<file path="src/rtl/tbi_pkg.sv">
`default_nettype none

package tbi_pkg;

  // kind of a queued request
  typedef enum logic {
    KIND_LOAD  = 1'b0,
    KIND_QUERY = 1'b1
  } item_kind_t;

  // micro-operations of the back-end sequencer
  typedef enum logic [2:0] {
    OP_SUB,
    OP_MUL,
    OP_MLA,
    OP_MLS,
    OP_CHKD,
    OP_DIV,
    OP_END
  } op_t;

  // back-end sequencer states
  typedef enum logic [3:0] {
    ST_IDLE,
    ST_LOAD,
    ST_PWR,
    ST_FETCH,
    ST_EXEC,
    ST_MUL,
    ST_ACC,
    ST_WB,
    ST_DIV,
    ST_DFIN,
    ST_OUT
  } back_state_t;

  typedef struct packed {
    op_t        op;
    logic [5:0] d;
    logic [5:0] s1;
    logic [5:0] s2;
  } uinstr_t;

  localparam int ADDR_W    = 6;
  localparam int SCR_DEPTH = 64;
  localparam int UC_LEN    = 77;

  // scratch layout: vertex k position at 3k, velocity at 12+3k, query point at 24
  localparam logic [5:0] A_POS_A = 6'd0;
  localparam logic [5:0] A_POS_B = 6'd3;
  localparam logic [5:0] A_POS_C = 6'd6;
  localparam logic [5:0] A_POS_D = 6'd9;
  localparam logic [5:0] A_VEL   = 6'd12;
  localparam logic [5:0] A_VEL_1 = 6'd15;
  localparam logic [5:0] A_VEL_2 = 6'd18;
  localparam logic [5:0] A_VEL_3 = 6'd21;
  localparam logic [5:0] A_P     = 6'd24;
  localparam logic [5:0] A_BA    = 6'd27;
  localparam logic [5:0] A_CA    = 6'd30;
  localparam logic [5:0] A_DC    = 6'd33;
  localparam logic [5:0] A_PA    = 6'd36;
  localparam logic [5:0] A_CP    = 6'd39;
  localparam logic [5:0] A_BP    = 6'd42;
  localparam logic [5:0] A_DP    = 6'd45;
  localparam logic [5:0] A_CR    = 6'd48;
  localparam logic [5:0] A_D     = 6'd51;
  localparam logic [5:0] A_W0    = 6'd52;
  localparam logic [5:0] A_W1    = 6'd53;
  localparam logic [5:0] A_W2    = 6'd54;
  localparam logic [5:0] A_W3    = 6'd55;
  localparam logic [5:0] A_T     = 6'd56;

  function automatic uinstr_t ui(input op_t op, input logic [5:0] d,
                                 input logic [5:0] s1, input logic [5:0] s2);
    uinstr_t r;
    r.op = op;
    r.d  = d;
    r.s1 = s1;
    r.s2 = s2;
    return r;
  endfunction

  // one step of cross(u, v) into the cross temp
  function automatic uinstr_t xp(input logic [2:0] st, input logic [5:0] u,
                                 input logic [5:0] v);
    uinstr_t r;
    case (st)
      3'd0:    r = ui(OP_MUL, A_CR,        u + 6'd1, v + 6'd2);
      3'd1:    r = ui(OP_MLS, A_CR,        u + 6'd2, v + 6'd1);
      3'd2:    r = ui(OP_MUL, A_CR + 6'd1, u + 6'd2, v);
      3'd3:    r = ui(OP_MLS, A_CR + 6'd1, u,        v + 6'd2);
      3'd4:    r = ui(OP_MUL, A_CR + 6'd2, u,        v + 6'd1);
      default: r = ui(OP_MLS, A_CR + 6'd2, u + 6'd1, v);
    endcase
    return r;
  endfunction

  // one step of dot(cross temp, t) into dst
  function automatic uinstr_t dp(input logic [1:0] st, input logic [5:0] t,
                                 input logic [5:0] dst);
    uinstr_t r;
    case (st)
      2'd0:    r = ui(OP_MUL, dst, A_CR,        t);
      2'd1:    r = ui(OP_MLA, dst, A_CR + 6'd1, t + 6'd1);
      default: r = ui(OP_MLA, dst, A_CR + 6'd2, t + 6'd2);
    endcase
    return r;
  endfunction

  // query program
  function automatic uinstr_t ucode(input logic [6:0] pc);
    uinstr_t r;
    case (pc)
      7'd0:  r = ui(OP_SUB, A_BA,        A_POS_B,        A_POS_A);
      7'd1:  r = ui(OP_SUB, A_BA + 6'd1, A_POS_B + 6'd1, A_POS_A + 6'd1);
      7'd2:  r = ui(OP_SUB, A_BA + 6'd2, A_POS_B + 6'd2, A_POS_A + 6'd2);
      7'd3:  r = ui(OP_SUB, A_CA,        A_POS_C,        A_POS_A);
      7'd4:  r = ui(OP_SUB, A_CA + 6'd1, A_POS_C + 6'd1, A_POS_A + 6'd1);
      7'd5:  r = ui(OP_SUB, A_CA + 6'd2, A_POS_C + 6'd2, A_POS_A + 6'd2);
      7'd6:  r = ui(OP_SUB, A_DC,        A_POS_D,        A_POS_C);
      7'd7:  r = ui(OP_SUB, A_DC + 6'd1, A_POS_D + 6'd1, A_POS_C + 6'd1);
      7'd8:  r = ui(OP_SUB, A_DC + 6'd2, A_POS_D + 6'd2, A_POS_C + 6'd2);
      7'd9:  r = ui(OP_SUB, A_PA,        A_P,            A_POS_A);
      7'd10: r = ui(OP_SUB, A_PA + 6'd1, A_P + 6'd1,     A_POS_A + 6'd1);
      7'd11: r = ui(OP_SUB, A_PA + 6'd2, A_P + 6'd2,     A_POS_A + 6'd2);
      7'd12: r = ui(OP_SUB, A_CP,        A_POS_C,        A_P);
      7'd13: r = ui(OP_SUB, A_CP + 6'd1, A_POS_C + 6'd1, A_P + 6'd1);
      7'd14: r = ui(OP_SUB, A_CP + 6'd2, A_POS_C + 6'd2, A_P + 6'd2);
      7'd15: r = ui(OP_SUB, A_BP,        A_POS_B,        A_P);
      7'd16: r = ui(OP_SUB, A_BP + 6'd1, A_POS_B + 6'd1, A_P + 6'd1);
      7'd17: r = ui(OP_SUB, A_BP + 6'd2, A_POS_B + 6'd2, A_P + 6'd2);
      7'd18: r = ui(OP_SUB, A_DP,        A_POS_D,        A_P);
      7'd19: r = ui(OP_SUB, A_DP + 6'd1, A_POS_D + 6'd1, A_P + 6'd1);
      7'd20: r = ui(OP_SUB, A_DP + 6'd2, A_POS_D + 6'd2, A_P + 6'd2);
      // volume term
      7'd21: r = xp(3'd0, A_BA, A_DC);
      7'd22: r = xp(3'd1, A_BA, A_DC);
      7'd23: r = xp(3'd2, A_BA, A_DC);
      7'd24: r = xp(3'd3, A_BA, A_DC);
      7'd25: r = xp(3'd4, A_BA, A_DC);
      7'd26: r = xp(3'd5, A_BA, A_DC);
      7'd27: r = dp(2'd0, A_CA, A_D);
      7'd28: r = dp(2'd1, A_CA, A_D);
      7'd29: r = dp(2'd2, A_CA, A_D);
      7'd30: r = ui(OP_CHKD, A_D, A_D, A_D);
      // first weight
      7'd31: r = xp(3'd0, A_BP, A_DC);
      7'd32: r = xp(3'd1, A_BP, A_DC);
      7'd33: r = xp(3'd2, A_BP, A_DC);
      7'd34: r = xp(3'd3, A_BP, A_DC);
      7'd35: r = xp(3'd4, A_BP, A_DC);
      7'd36: r = xp(3'd5, A_BP, A_DC);
      7'd37: r = dp(2'd0, A_CP, A_W0);
      7'd38: r = dp(2'd1, A_CP, A_W0);
      7'd39: r = dp(2'd2, A_CP, A_W0);
      // second weight
      7'd40: r = xp(3'd0, A_PA, A_DC);
      7'd41: r = xp(3'd1, A_PA, A_DC);
      7'd42: r = xp(3'd2, A_PA, A_DC);
      7'd43: r = xp(3'd3, A_PA, A_DC);
      7'd44: r = xp(3'd4, A_PA, A_DC);
      7'd45: r = xp(3'd5, A_PA, A_DC);
      7'd46: r = dp(2'd0, A_CA, A_W1);
      7'd47: r = dp(2'd1, A_CA, A_W1);
      7'd48: r = dp(2'd2, A_CA, A_W1);
      // third weight
      7'd49: r = xp(3'd0, A_BA, A_DP);
      7'd50: r = xp(3'd1, A_BA, A_DP);
      7'd51: r = xp(3'd2, A_BA, A_DP);
      7'd52: r = xp(3'd3, A_BA, A_DP);
      7'd53: r = xp(3'd4, A_BA, A_DP);
      7'd54: r = xp(3'd5, A_BA, A_DP);
      7'd55: r = dp(2'd0, A_PA, A_W2);
      7'd56: r = dp(2'd1, A_PA, A_W2);
      7'd57: r = dp(2'd2, A_PA, A_W2);
      // last weight from the volume
      7'd58: r = ui(OP_SUB, A_W3, A_D,  A_W0);
      7'd59: r = ui(OP_SUB, A_W3, A_W3, A_W1);
      7'd60: r = ui(OP_SUB, A_W3, A_W3, A_W2);
      // x axis
      7'd61: r = ui(OP_MUL, A_T, A_W0, A_VEL);
      7'd62: r = ui(OP_MLA, A_T, A_W1, A_VEL_1);
      7'd63: r = ui(OP_MLA, A_T, A_W2, A_VEL_2);
      7'd64: r = ui(OP_MLA, A_T, A_W3, A_VEL_3);
      7'd65: r = ui(OP_DIV, 6'd0, A_T, A_T);
      // y axis
      7'd66: r = ui(OP_MUL, A_T, A_W0, A_VEL + 6'd1);
      7'd67: r = ui(OP_MLA, A_T, A_W1, A_VEL_1 + 6'd1);
      7'd68: r = ui(OP_MLA, A_T, A_W2, A_VEL_2 + 6'd1);
      7'd69: r = ui(OP_MLA, A_T, A_W3, A_VEL_3 + 6'd1);
      7'd70: r = ui(OP_DIV, 6'd1, A_T, A_T);
      // z axis
      7'd71: r = ui(OP_MUL, A_T, A_W0, A_VEL + 6'd2);
      7'd72: r = ui(OP_MLA, A_T, A_W1, A_VEL_1 + 6'd2);
      7'd73: r = ui(OP_MLA, A_T, A_W2, A_VEL_2 + 6'd2);
      7'd74: r = ui(OP_MLA, A_T, A_W3, A_VEL_3 + 6'd2);
      7'd75: r = ui(OP_DIV, 6'd2, A_T, A_T);
      default: r = ui(OP_END, 6'd0, 6'd0, 6'd0);
    endcase
    return r;
  endfunction

endpackage

`default_nettype wire

</file>
<file path="src/rtl/tbi_queue.sv">
`default_nettype none

module tbi_queue
  import tbi_pkg::*;
#(
  parameter int EW = 123
) (
  input  wire logic          clk,
  input  wire logic          rst_n,
  input  wire logic          push_valid,
  output logic               push_ready,
  input  wire logic [EW-1:0] push_data,
  output logic               pop_valid,
  input  wire logic          pop,
  output logic [EW-1:0]      pop_data
);

  logic [EW-1:0] slot_r [2];
  logic          wp_r, wp_nxt, rp_r, rp_nxt;
  logic [1:0]    cnt_r, cnt_nxt;
  logic          do_push, do_pop;

  assign push_ready = (cnt_r != 2'd2);
  assign pop_valid  = (cnt_r != 2'd0);
  assign pop_data   = slot_r[rp_r];
  assign do_push    = push_valid && push_ready;
  assign do_pop     = pop && pop_valid;

  // pointer and fill bookkeeping
  always_comb begin
    wp_nxt  = do_push ? ~wp_r : wp_r;
    rp_nxt  = do_pop ? ~rp_r : rp_r;
    cnt_nxt = cnt_r + {1'b0, do_push} - {1'b0, do_pop};
  end

  always_ff @(posedge clk) begin
    if (!rst_n) begin
      wp_r  <= 1'b0;
      rp_r  <= 1'b0;
      cnt_r <= 2'd0;
    end else begin
      wp_r  <= wp_nxt;
      rp_r  <= rp_nxt;
      cnt_r <= cnt_nxt;
    end
  end

  always_ff @(posedge clk) begin
    if (do_push) begin
      slot_r[wp_r] <= push_data;
    end
  end

endmodule

`default_nettype wire

</file>
<file path="config.mk">
export PLATFORM = sky130hd
export DESIGN_NAME = tbi_queue
export DESIGN_NICKNAME = d
export VERILOG_FILES = /design/src/rtl/tbi_pkg.sv /design/src/rtl/tbi_queue.sv
export SDC_FILE = /design/constraint.sdc
export NUM_CORES = 1
export LEC_CHECK = 0
export BUFFER_PORTS_ARGS = -buffer_cell sky130_fd_sc_hd__buf_2
export CORE_MARGIN = 2
export CORE_UTILIZATION = 24
export CTS_BUF_LIST = sky130_fd_sc_hd__clkbuf_8
export CTS_CLUSTER_DIAMETER = 30
export DETAILED_ROUTE_END_ITERATION = 12
export PLACE_DENSITY_LB_ADDON = 0.08
export SETUP_SLACK_MARGIN = 0.1
export SLEW_MARGIN = 30
export SYNTH_ARGS = -nofsm -noshare
export SYNTH_HDL_FRONTEND = slang
export SYNTH_SLANG_ARGS = --single-unit
</file>
<file path="constraint.sdc">
create_clock -name clk -period 13.4 [get_ports clk]
set_input_delay 1.34 -clock clk [delete_from_list [all_inputs] [get_ports clk]]
set_output_delay 1.34 -clock clk [all_outputs]
set_load 0.03 [all_outputs]
</file>
==> qor.yml <==
fillers: 3811
hpwl_um: 13100
slowest_delay_ps: 700
slowest_stage: "dfxtp_4"
ff2ff_path_depth: 3
routed_wl_um: 20500
insertion_delay_ps: 570
syn_to_final_growth_pct: 34.6
irDropWorstVdd_v: 0.0000820
ys_top_cells_by_count: "edfxtp_1, mux2_4, mux2_2, buf_6"
die_area_sq_um: 40800
post-route-min-period_ps: 3890
final_cells: 1284
syn-cell-area_sq_um: 9400
slew_viol_final: 0
hold_violations: 0
worst-path-buf-inv: 2
r2r_end: "slot_r[1][11]"
synth.avg_cell_area_sq_um: 23.1
initial_core_util_pct: 24.3
cts_buffers: 68
start_kind: "flop"
fin_skew_ps: 18.5
routed-via-count: 4915
grt_usage_pct: 9.93
hp-class: "flop to flop"
status: "finished, final reports clean"
hold_buffers: 0
cp.required_ps: 12060
grt_max_degree: 66
fp.dieW_um: 202
crit_arrival_ps: 2550
hold_ws_ps: 524
cp_max_fo: 57
cts_tree: "done"
gp_congestion: 0.684
power_w: 0.00275
clk_pin_slew_ps: 40
nets: 848
leakagePower_nw: 4.84
synth_nets: 536
num_io_pins: 252
synth_cell_types: 19
grt_pass1_vias: 5420
crit_type: "flop to primary output"
ys_warn_count: 0
wl_per_cell_um: 16.0
hold_path_end: "wp_r"
drtIter0Drc: 88
htreeDepth: 3
rsz0062_at_grt: "false"
synth_area_leader_cell: "edfxtp_1"
whs_path_depth: 2
synth_enable_flop_cells: 246
synth_ff_type: "edfxtp_1"
grt_pass1_wl_um: 30500
die_h_um: 202
fin_setup_tns_ps: 0
r2r_start: "cnt_r[0]"
max_slew.worst_pin.slew_ps: 884
async_flop_share_pct: 0
antenna_found_initial: 8
cp_cell_sequence: "buf_6 -> mux2_4 -> buf_2"
io_buffers: 251
ys_seq_area_share_pct: 79.7
cts_max_path_buffers: 3
synth_top_area_share_pct: 78.6
syn_inst: 407
clockRootBuffer: "clkbuf_8"
dp_cells: 1167
ant_nets: 0
num_rows: 72
drive_above_1_share_pct: 62.4
design_area_sq_um: 12700
viasPerCell: 3.83
min-delay-start: "wp_r"
end_kind: "primary output"
core_area_sq_um: 38600
critPathTopFamily: "buffers and inverters"
placed_area_sq_um: 11200
post_cts_resized: 0
fmax_mhz: 257
slew_headroom_pct: 41.1
netlist_top_cells_area: "edfxtp_1, mux2_4, mux2_2, dfxtp_1, buf_6"
timing.max_cap.violations: 0
period_share_pct: 29.0
synthMostInstantiatedCell: "edfxtp_1"
clock_sinks: 251
gr-total-overflow: 0
ys_ff_latch: 251
setup_viol: 0
p_per_area_nw_per_um2: 217
dr.pass1.iters: 4
rrSetupSlack_ps: 10990
drc: 0
cts_setup_buffers: 0
==> cells in the final DEF, fill, tap and decap left out, types with 2 or more instances in the layout <==
master / instances
clkinvlp_4: 4
clkinv_4: 2
mux2_4: 70
buf_6: 3
buf_2: 251
nor2b_1: 2
bufinv_16: 9
xnor2_1: 3
nand2_1: 2
and2_1: 2
edfxtp_1: 246
clkinv_1: 16
nand2b_1: 2
clkinv_2: 10
inv_1: 6
clkbuf_8: 69
dfxtp_1: 4
diode_2: 2
mux2_2: 53
ha_1: 2
==> kinds of logic after synthesis <==
| family | Yosys count | synth area share (%) |
|---|---|---|
| DFF | 251 | 79.7 |
| muxes | 124 | 17.6 |
| buffers and inverters | 15 | 1.42 |
| and+or+nand+nor | 11 | 0.652 |
| AOI/OAI and AO/OA | 1 | 0.0799 |
| adders and majority gates | 2 | 0.266 |
| xor gates and xnor gates | 3 | 0.280 |
==> per-stage QoR <==
step,setup WS (ps),util [%]
after CTS,9330,32.7
after global placement,9330,29.0
after floorplan,6240,-
after detailed placement,9740,29.1
final,9510,32.7
after global routing,9320,32.7
==> worst register-to-register path, delay by kind of cell, from the launching register on <==
kind                   cells  cell delay (ps)
flip-flops                 1              350
buffers and inverters      1              640
AND/OR/NAND/NOR            2              910
==> where the power goes <==
part | total (W) | internal (W) | switching, W
clock | 0.00101 | 0.000649 | 0.000360
sequential | 0.00103 | 0.000990 | 0.0000387
combinational | 0.000709 | 0.000264 | 0.000445
total | 0.00275 | 0.00190 | 0.000844
==> worst max-delay path by stage <==
stage                     from             to  slack (ps)  depth (start not counted)
finish                    flop  pop_data[111]        9510                          3
floorplan           push_valid   slot_r[0][0]        6240                          2
CTS                       flop   pop_data[23]        9330                          3
detailed placement  push_valid  slot_r[1][11]        9740                          3
global placement          flop   pop_data[31]        9330                          3
global route              flop   pop_data[31]        9320                          3
==> per-layer routing <==
metal	track usage [%]	wire length, um	part of all wire (%)	up-vias
li1	-	-	-	2262
met1	10.3	7800	38	2369
met2	15.7	9600	47	214
met3	5.64	2320	11	60
met4	5.83	692	3.4	10
met5	0	70	0.34	-
==> state kept, by name, summed over array words and instances (netlist names), named ones only <==
signal / count
cnt_r: 2
rp_r: 1
slot_r: 246
wp_r: 1
==> final cells by class <==
class,count,area (sq um),area share [%]
Timing Repair Buffer,256,1320,10.4
Multi-Input combinational cell,141,1790,14.2
Sequential cell,251,7490,59.2
Antenna cell,2,5.00,0.0396
Inverter,1,3.75,0.0297
Tap cell,518,648,5.12
Clock inverter,46,447,3.53
Clock buffer,69,950,7.51
Note: power is estimated with default switching activity, not from simulation.
