<file path="src/rtl/tbi_pkg.sv">
`default_nettype none

package tbi_pkg;

  // kind of a queued request
  typedef enum logic {
    KIND_LOAD  = 1'b0,
    KIND_QUERY = 1'b1
  } item_kind_t;

  // micro-operations of the back-end sequencer
  typedef enum logic [2:0] {
    OP_SUB,
    OP_MUL,
    OP_MLA,
    OP_MLS,
    OP_CHKD,
    OP_DIV,
    OP_END
  } op_t;

  // back-end sequencer states
  typedef enum logic [3:0] {
    ST_IDLE,
    ST_LOAD,
    ST_PWR,
    ST_FETCH,
    ST_EXEC,
    ST_MUL,
    ST_ACC,
    ST_WB,
    ST_DIV,
    ST_DFIN,
    ST_OUT
  } back_state_t;

  typedef struct packed {
    op_t        op;
    logic [5:0] d;
    logic [5:0] s1;
    logic [5:0] s2;
  } uinstr_t;

  localparam int ADDR_W    = 6;
  localparam int SCR_DEPTH = 64;
  localparam int UC_LEN    = 77;

  // scratch layout: vertex k position at 3k, velocity at 12+3k, query point at 24
  localparam logic [5:0] A_POS_A = 6'd0;
  localparam logic [5:0] A_POS_B = 6'd3;
  localparam logic [5:0] A_POS_C = 6'd6;
  localparam logic [5:0] A_POS_D = 6'd9;
  localparam logic [5:0] A_VEL   = 6'd12;
  localparam logic [5:0] A_VEL_1 = 6'd15;
  localparam logic [5:0] A_VEL_2 = 6'd18;
  localparam logic [5:0] A_VEL_3 = 6'd21;
  localparam logic [5:0] A_P     = 6'd24;
  localparam logic [5:0] A_BA    = 6'd27;
  localparam logic [5:0] A_CA    = 6'd30;
  localparam logic [5:0] A_DC    = 6'd33;
  localparam logic [5:0] A_PA    = 6'd36;
  localparam logic [5:0] A_CP    = 6'd39;
  localparam logic [5:0] A_BP    = 6'd42;
  localparam logic [5:0] A_DP    = 6'd45;
  localparam logic [5:0] A_CR    = 6'd48;
  localparam logic [5:0] A_D     = 6'd51;
  localparam logic [5:0] A_W0    = 6'd52;
  localparam logic [5:0] A_W1    = 6'd53;
  localparam logic [5:0] A_W2    = 6'd54;
  localparam logic [5:0] A_W3    = 6'd55;
  localparam logic [5:0] A_T     = 6'd56;

  function automatic uinstr_t ui(input op_t op, input logic [5:0] d,
                                 input logic [5:0] s1, input logic [5:0] s2);
    uinstr_t r;
    r.op = op;
    r.d  = d;
    r.s1 = s1;
    r.s2 = s2;
    return r;
  endfunction

  // one step of cross(u, v) into the cross temp
  function automatic uinstr_t xp(input logic [2:0] st, input logic [5:0] u,
                                 input logic [5:0] v);
    uinstr_t r;
    case (st)
      3'd0:    r = ui(OP_MUL, A_CR,        u + 6'd1, v + 6'd2);
      3'd1:    r = ui(OP_MLS, A_CR,        u + 6'd2, v + 6'd1);
      3'd2:    r = ui(OP_MUL, A_CR + 6'd1, u + 6'd2, v);
      3'd3:    r = ui(OP_MLS, A_CR + 6'd1, u,        v + 6'd2);
      3'd4:    r = ui(OP_MUL, A_CR + 6'd2, u,        v + 6'd1);
      default: r = ui(OP_MLS, A_CR + 6'd2, u + 6'd1, v);
    endcase
    return r;
  endfunction

  // one step of dot(cross temp, t) into dst
  function automatic uinstr_t dp(input logic [1:0] st, input logic [5:0] t,
                                 input logic [5:0] dst);
    uinstr_t r;
    case (st)
      2'd0:    r = ui(OP_MUL, dst, A_CR,        t);
      2'd1:    r = ui(OP_MLA, dst, A_CR + 6'd1, t + 6'd1);
      default: r = ui(OP_MLA, dst, A_CR + 6'd2, t + 6'd2);
    endcase
    return r;
  endfunction

  // query program
  function automatic uinstr_t ucode(input logic [6:0] pc);
    uinstr_t r;
    case (pc)
      7'd0:  r = ui(OP_SUB, A_BA,        A_POS_B,        A_POS_A);
      7'd1:  r = ui(OP_SUB, A_BA + 6'd1, A_POS_B + 6'd1, A_POS_A + 6'd1);
      7'd2:  r = ui(OP_SUB, A_BA + 6'd2, A_POS_B + 6'd2, A_POS_A + 6'd2);
      7'd3:  r = ui(OP_SUB, A_CA,        A_POS_C,        A_POS_A);
      7'd4:  r = ui(OP_SUB, A_CA + 6'd1, A_POS_C + 6'd1, A_POS_A + 6'd1);
      7'd5:  r = ui(OP_SUB, A_CA + 6'd2, A_POS_C + 6'd2, A_POS_A + 6'd2);
      7'd6:  r = ui(OP_SUB, A_DC,        A_POS_D,        A_POS_C);
      7'd7:  r = ui(OP_SUB, A_DC + 6'd1, A_POS_D + 6'd1, A_POS_C + 6'd1);
      7'd8:  r = ui(OP_SUB, A_DC + 6'd2, A_POS_D + 6'd2, A_POS_C + 6'd2);
      7'd9:  r = ui(OP_SUB, A_PA,        A_P,            A_POS_A);
      7'd10: r = ui(OP_SUB, A_PA + 6'd1, A_P + 6'd1,     A_POS_A + 6'd1);
      7'd11: r = ui(OP_SUB, A_PA + 6'd2, A_P + 6'd2,     A_POS_A + 6'd2);
      7'd12: r = ui(OP_SUB, A_CP,        A_POS_C,        A_P);
      7'd13: r = ui(OP_SUB, A_CP + 6'd1, A_POS_C + 6'd1, A_P + 6'd1);
      7'd14: r = ui(OP_SUB, A_CP + 6'd2, A_POS_C + 6'd2, A_P + 6'd2);
      7'd15: r = ui(OP_SUB, A_BP,        A_POS_B,        A_P);
      7'd16: r = ui(OP_SUB, A_BP + 6'd1, A_POS_B + 6'd1, A_P + 6'd1);
      7'd17: r = ui(OP_SUB, A_BP + 6'd2, A_POS_B + 6'd2, A_P + 6'd2);
      7'd18: r = ui(OP_SUB, A_DP,        A_POS_D,        A_P);
      7'd19: r = ui(OP_SUB, A_DP + 6'd1, A_POS_D + 6'd1, A_P + 6'd1);
      7'd20: r = ui(OP_SUB, A_DP + 6'd2, A_POS_D + 6'd2, A_P + 6'd2);
      // volume term
      7'd21: r = xp(3'd0, A_BA, A_DC);
      7'd22: r = xp(3'd1, A_BA, A_DC);
      7'd23: r = xp(3'd2, A_BA, A_DC);
      7'd24: r = xp(3'd3, A_BA, A_DC);
      7'd25: r = xp(3'd4, A_BA, A_DC);
      7'd26: r = xp(3'd5, A_BA, A_DC);
      7'd27: r = dp(2'd0, A_CA, A_D);
      7'd28: r = dp(2'd1, A_CA, A_D);
      7'd29: r = dp(2'd2, A_CA, A_D);
      7'd30: r = ui(OP_CHKD, A_D, A_D, A_D);
      // first weight
      7'd31: r = xp(3'd0, A_BP, A_DC);
      7'd32: r = xp(3'd1, A_BP, A_DC);
      7'd33: r = xp(3'd2, A_BP, A_DC);
      7'd34: r = xp(3'd3, A_BP, A_DC);
      7'd35: r = xp(3'd4, A_BP, A_DC);
      7'd36: r = xp(3'd5, A_BP, A_DC);
      7'd37: r = dp(2'd0, A_CP, A_W0);
      7'd38: r = dp(2'd1, A_CP, A_W0);
      7'd39: r = dp(2'd2, A_CP, A_W0);
      // second weight
      7'd40: r = xp(3'd0, A_PA, A_DC);
      7'd41: r = xp(3'd1, A_PA, A_DC);
      7'd42: r = xp(3'd2, A_PA, A_DC);
      7'd43: r = xp(3'd3, A_PA, A_DC);
      7'd44: r = xp(3'd4, A_PA, A_DC);
      7'd45: r = xp(3'd5, A_PA, A_DC);
      7'd46: r = dp(2'd0, A_CA, A_W1);
      7'd47: r = dp(2'd1, A_CA, A_W1);
      7'd48: r = dp(2'd2, A_CA, A_W1);
      // third weight
      7'd49: r = xp(3'd0, A_BA, A_DP);
      7'd50: r = xp(3'd1, A_BA, A_DP);
      7'd51: r = xp(3'd2, A_BA, A_DP);
      7'd52: r = xp(3'd3, A_BA, A_DP);
      7'd53: r = xp(3'd4, A_BA, A_DP);
      7'd54: r = xp(3'd5, A_BA, A_DP);
      7'd55: r = dp(2'd0, A_PA, A_W2);
      7'd56: r = dp(2'd1, A_PA, A_W2);
      7'd57: r = dp(2'd2, A_PA, A_W2);
      // last weight from the volume
      7'd58: r = ui(OP_SUB, A_W3, A_D,  A_W0);
      7'd59: r = ui(OP_SUB, A_W3, A_W3, A_W1);
      7'd60: r = ui(OP_SUB, A_W3, A_W3, A_W2);
      // x axis
      7'd61: r = ui(OP_MUL, A_T, A_W0, A_VEL);
      7'd62: r = ui(OP_MLA, A_T, A_W1, A_VEL_1);
      7'd63: r = ui(OP_MLA, A_T, A_W2, A_VEL_2);
      7'd64: r = ui(OP_MLA, A_T, A_W3, A_VEL_3);
      7'd65: r = ui(OP_DIV, 6'd0, A_T, A_T);
      // y axis
      7'd66: r = ui(OP_MUL, A_T, A_W0, A_VEL + 6'd1);
      7'd67: r = ui(OP_MLA, A_T, A_W1, A_VEL_1 + 6'd1);
      7'd68: r = ui(OP_MLA, A_T, A_W2, A_VEL_2 + 6'd1);
      7'd69: r = ui(OP_MLA, A_T, A_W3, A_VEL_3 + 6'd1);
      7'd70: r = ui(OP_DIV, 6'd1, A_T, A_T);
      // z axis
      7'd71: r = ui(OP_MUL, A_T, A_W0, A_VEL + 6'd2);
      7'd72: r = ui(OP_MLA, A_T, A_W1, A_VEL_1 + 6'd2);
      7'd73: r = ui(OP_MLA, A_T, A_W2, A_VEL_2 + 6'd2);
      7'd74: r = ui(OP_MLA, A_T, A_W3, A_VEL_3 + 6'd2);
      7'd75: r = ui(OP_DIV, 6'd2, A_T, A_T);
      default: r = ui(OP_END, 6'd0, 6'd0, 6'd0);
    endcase
    return r;
  endfunction

endpackage

`default_nettype wire

</file>
<file path="src/rtl/tbi_front.sv">
`default_nettype none

module tbi_front
  import tbi_pkg::*;
#(
  parameter int CW  = 20,
  parameter int INW = 128,
  parameter int EW  = 123
) (
  input  wire logic           clk,
  input  wire logic           rst_n,
  input  wire logic           in_tvalid,
  output logic                in_tready,
  input  wire logic [INW-1:0] in_tdata,
  input  wire logic           in_tuser,
  output logic                ent_valid,
  input  wire logic           ent_ready,
  output logic [EW-1:0]       ent_data
);

  logic          fv_r, fv_nxt;
  logic [EW-1:0] fd_r, fd_nxt;
  logic          accept;
  item_kind_t    kind;

  // classify the request: queries carry no velocity
  always_comb begin
    kind   = in_tuser ? KIND_QUERY : KIND_LOAD;
    fd_nxt = {in_tdata[2+6*CW-1:0], kind};
    if (kind == KIND_QUERY) begin
      fd_nxt[EW-1:3+3*CW] = '0;
    end
  end

  // one holding stage toward the queue
  assign in_tready = !fv_r || ent_ready;
  assign accept    = in_tvalid && in_tready;
  assign fv_nxt    = accept ? 1'b1 : (ent_ready ? 1'b0 : fv_r);

  always_ff @(posedge clk) begin
    if (!rst_n) begin
      fv_r <= 1'b0;
    end else begin
      fv_r <= fv_nxt;
    end
  end

  always_ff @(posedge clk) begin
    if (accept) begin
      fd_r <= fd_nxt;
    end
  end

  assign ent_valid = fv_r;
  assign ent_data  = fd_r;

endmodule

`default_nettype wire

</file>
<file path="config.mk">
export PLATFORM = sky130hd
export DESIGN_NAME = tbi_front
export DESIGN_NICKNAME = d
export VERILOG_FILES = /design/src/rtl/tbi_pkg.sv /design/src/rtl/tbi_front.sv
export SDC_FILE = /design/constraint.sdc
export NUM_CORES = 1
export LEC_CHECK = 0
export ABC_AREA = 1
export BUFFER_PORTS_ARGS = -buffer_cell sky130_fd_sc_hd__buf_2
export CAP_MARGIN = 20
export CORE_ASPECT_RATIO = 0.75
export CORE_MARGIN = 2
export CORE_UTILIZATION = 39
export DETAILED_ROUTE_END_ITERATION = 10
export GPL_TIMING_DRIVEN = 0
export PLACE_DENSITY_LB_ADDON = 0.3
export RECOVER_POWER = 25
export SLEW_MARGIN = 20
export SYNTH_ARGS = -nofsm -noshare
export SYNTH_HDL_FRONTEND = slang
export SYNTH_SLANG_ARGS = --single-unit
</file>
<file path="constraint.sdc">
create_clock -name clk -period 8.6 [get_ports clk]
set_clock_uncertainty 0.1 [all_clocks]
set_input_delay 1.72 -clock clk [delete_from_list [all_inputs] [get_ports clk]]
set_output_delay 1.72 -clock clk [all_outputs]
set_load 0.02 [all_outputs]
</file>
==> results.py <==
metrics = {
    "status": {
        "status": "completed",
    },
    "min_path": {
        "worst_hold_path_type": "reg -> reg",
        "hold_depth": 2,
        "hp-start": "ent_valid$_SDFFE_PN0P_",
        "hold_path_end": "ent_valid$_SDFFE_PN0P_",
    },
    "power_and_ir_drop": {
        "pwr-share-seq": 0.456,
        "p_sw_uw": 374.9,
        "vdd_ir_drop_max_mv": 0.1516,
        "power_density_nw_per_um2": 245.9,
        "pwr-share-comb": 0.099,
        "power.internal_mw": 1.200,
        "switching_share": 0.2381,
        "clkPwrFrac": 0.446,
        "leakage_nw": 3.047,
    },
    "yosys": {
        "netlist_instances": 257,
        "yosysWarnings": 0,
        "yosys.area_share.xor_xnor": 0,
        "syn_area_um2": 4268,
        "yosysSeqAreaShare": 0.8701,
        "syn_avg_cell_area_um2": 16.61,
        "ys_seq_elements": 124,
        "muxShareOfSynthArea": 0,
        "synth_compound_area_frac": 0.002345,
        "synth_cell_types": 7,
        "yosys.area_share.simple": 0.05365,
        "yosys.area_share.adder": 0,
        "synth_top_family_by_area": "buffers and inverters",
        "synth_nets": 390,
    },
    "cells_and_area": {
        "fin_cells": 686,
        "final_cell_mix": "buf_2 (250), edfxtp_1 (123), inv_1 (63), nor2_1 (60), clkbuf_16 (17)",
        "drive_gt1_frac": 0.5293,
        "fin_util": 0.5943,
        "layout_commonest_cell": "buf_2",
        "synthToLayoutAreaGrowth_pct": 50.07,
        "num_antenna_cells": 0,
        "nets": 666,
    },
    "placed_design": {
        "io_buffers": 251,
        "hpwlAfterDp_um": 7248,
        "placed_cells": 654,
        "gp_congestion": 0.7462,
    },
    "clock_network": {
        "cts_resized": 0,
        "cts.path.max_buffers": 2,
        "clk_pin_slew_ps": 50,
        "cts_hold_buf": 0,
        "cts_tree": "built",
        "cts_buffers": 17,
        "clock-sinks": 124,
        "clock_latency_ps": 400,
        "htreeDepth": 4,
        "root_buffer": "clkbuf_16",
        "post_cts_buffers": 0,
    },
    "floorplanning": {
        "die_area_um2": 11800,
        "io_pins": 258,
        "core_area_um2": 10780,
        "die_width_um": 124.8,
        "die_h_um": 94.60,
        "initial_utilization": 0.3960,
        "floorplan.rows": 33,
    },
    "timing": {
        "drv_slew": 0,
        "finalHoldViolations": 0,
        "slew-limit-headroom": 0.6718,
        "timing.final.crit_share": 0.4630,
        "finalSetupViolCount": 0,
        "rsz0062_at_grt": "no",
        "min_period_ps": 3982,
        "fmax_mhz": 251.1,
        "worst-slew-pin-transition_ps": 491.2,
    },
    "setup_path": {
        "path_common_cell": "buf_2",
        "path_cells": "buf_2 > inv_1 > nand2_1 > buf_2",
        "critical_path_arrival_ps": 2160,
        "crit_path_max_fanout": 2,
        "slowest_delay_ps": 160,
        "reg2regPathDepth": 4,
        "worst_ep_required_time_ps": 6780,
        "r2r_slack_ps": 6810,
        "reg2reg_to": "ent_data[16]$_DFFE_PP_",
        "critPathLaunchType": "primary input",
        "timing.rr.start": "ent_valid$_SDFFE_PN0P_",
        "cp-startpoint": "ent_ready",
        "crit_type": "in -> out",
        "crit_path_end_kind": "output pin",
        "critical-path-slowest-cell": "buf_2",
    },
    "grt": {
        "grt_usage": 0.1622,
        "grt_pass1_wl_um": 14320,
        "gr-usage-met1": 0.1718,
        "top_usage_layer": "met2",
        "first_global_vias": 2879,
        "use_met3": 0.07875,
        "grt_max_degree": 26,
        "met2_usage": 0.2705,
        "antenna_found_initial": 0,
        "grt_overflow_total": 0,
    },
    "routing": {
        "routedWlPerCell_um": 13.99,
        "via_per_inst": 4.156,
        "wl_um": 9597,
        "num_vias": 2851,
        "ant_nets": 0,
        "dr.pass1.iters": 6,
        "drt_iter0_markers": 149,
        "drc_errors": 0,
    },
    "flow_run": {
        "cap_violations": 0,
    },
}
==> final cells by class <==
class                           instances  area, µm²
Timing Repair Buffer                  257       1408
Tap cell                              140      175.2
Inverter                               63      236.5
Buffer                                  7      33.78
Multi-Input combinational cell         63      250.2
Sequential cell                       124       3714
Fill cell                             865       4372
Clock buffer                           17      425.4
Clock inverter                         15      162.7
==> per-stage QoR <==
step | TNS [ps] | worst slack [ps] | instance area, µm² | power (mW) | hold slack [ps]
floorplan | 0 | 167.8 | 4268 | 0.8154 | 606.3
global placement | -258770 | -2111 | 5699 | 0.8853 | 375.7
detailed placement | 0 | 4614 | 5863 | 0.8905 | 433.2
CTS | 0 | 4614 | 6451 | 1.594 | 440.8
global route | 0 | 4571 | 6405 | 1.627 | 501.8
finish | 0 | 4618 | 6405 | 1.575 | 435.9
==> metal layers <==
metal,vias up,part of all wire
li1,1401,-
met1,1289,0.38
met2,146,0.50
met3,15,0.10
met4,0,0.018
met5,-,0
==> Yosys cell counts (all sizes together) <==
master / instances / area share
dfxtp: 1 / 0.0047
inv: 63 / 0.055
nand2: 1 / 0.00088
edfxtp: 123 / 0.87
nor2: 60 / 0.053
a21oi: 2 / 0.0023
buf: 7 / 0.018
==> how the worst max path moves through the flow <==
stage               slack (ps)                      to
floorplan                  170   ent_data[0]$_DFFE_PP_
global placement         -2110  ent_data[28]$_DFFE_PP_
detailed placement        4610               in_tready
CTS                       4610               in_tready
global route              4570               in_tready
finish                    4620               in_tready
==> power by group through the flow <==
stage	Sequential (mW)	Clock (mW)	Combinational, mW
after floorplan	0.787	0	0.0282
after global placement	0.740	0	0.145
final	0.718	0.702	0.155
after CTS	0.718	0.715	0.161
after detailed placement	0.730	0	0.160
after global routing	0.721	0.738	0.168
==> worst max-delay path: cells and delay by family <==
kind / cells / cell delay [ps]
buffers and inverters: 3 / 350
and+or+nand+nor: 1 / 80
==> sequential cells by signal, summed over array words and instances (netlist names) <==
name and flops:
ent_data 123, ent_valid 1
==> cell families (layout without fill, tap and decap cells) <==
kind of cell    after synthesis  after routing
flops                       124            124
buf+inv                      70            359
simple gates                 61             61
compound gates                2              2
Power figures use the tool's default switching activity.
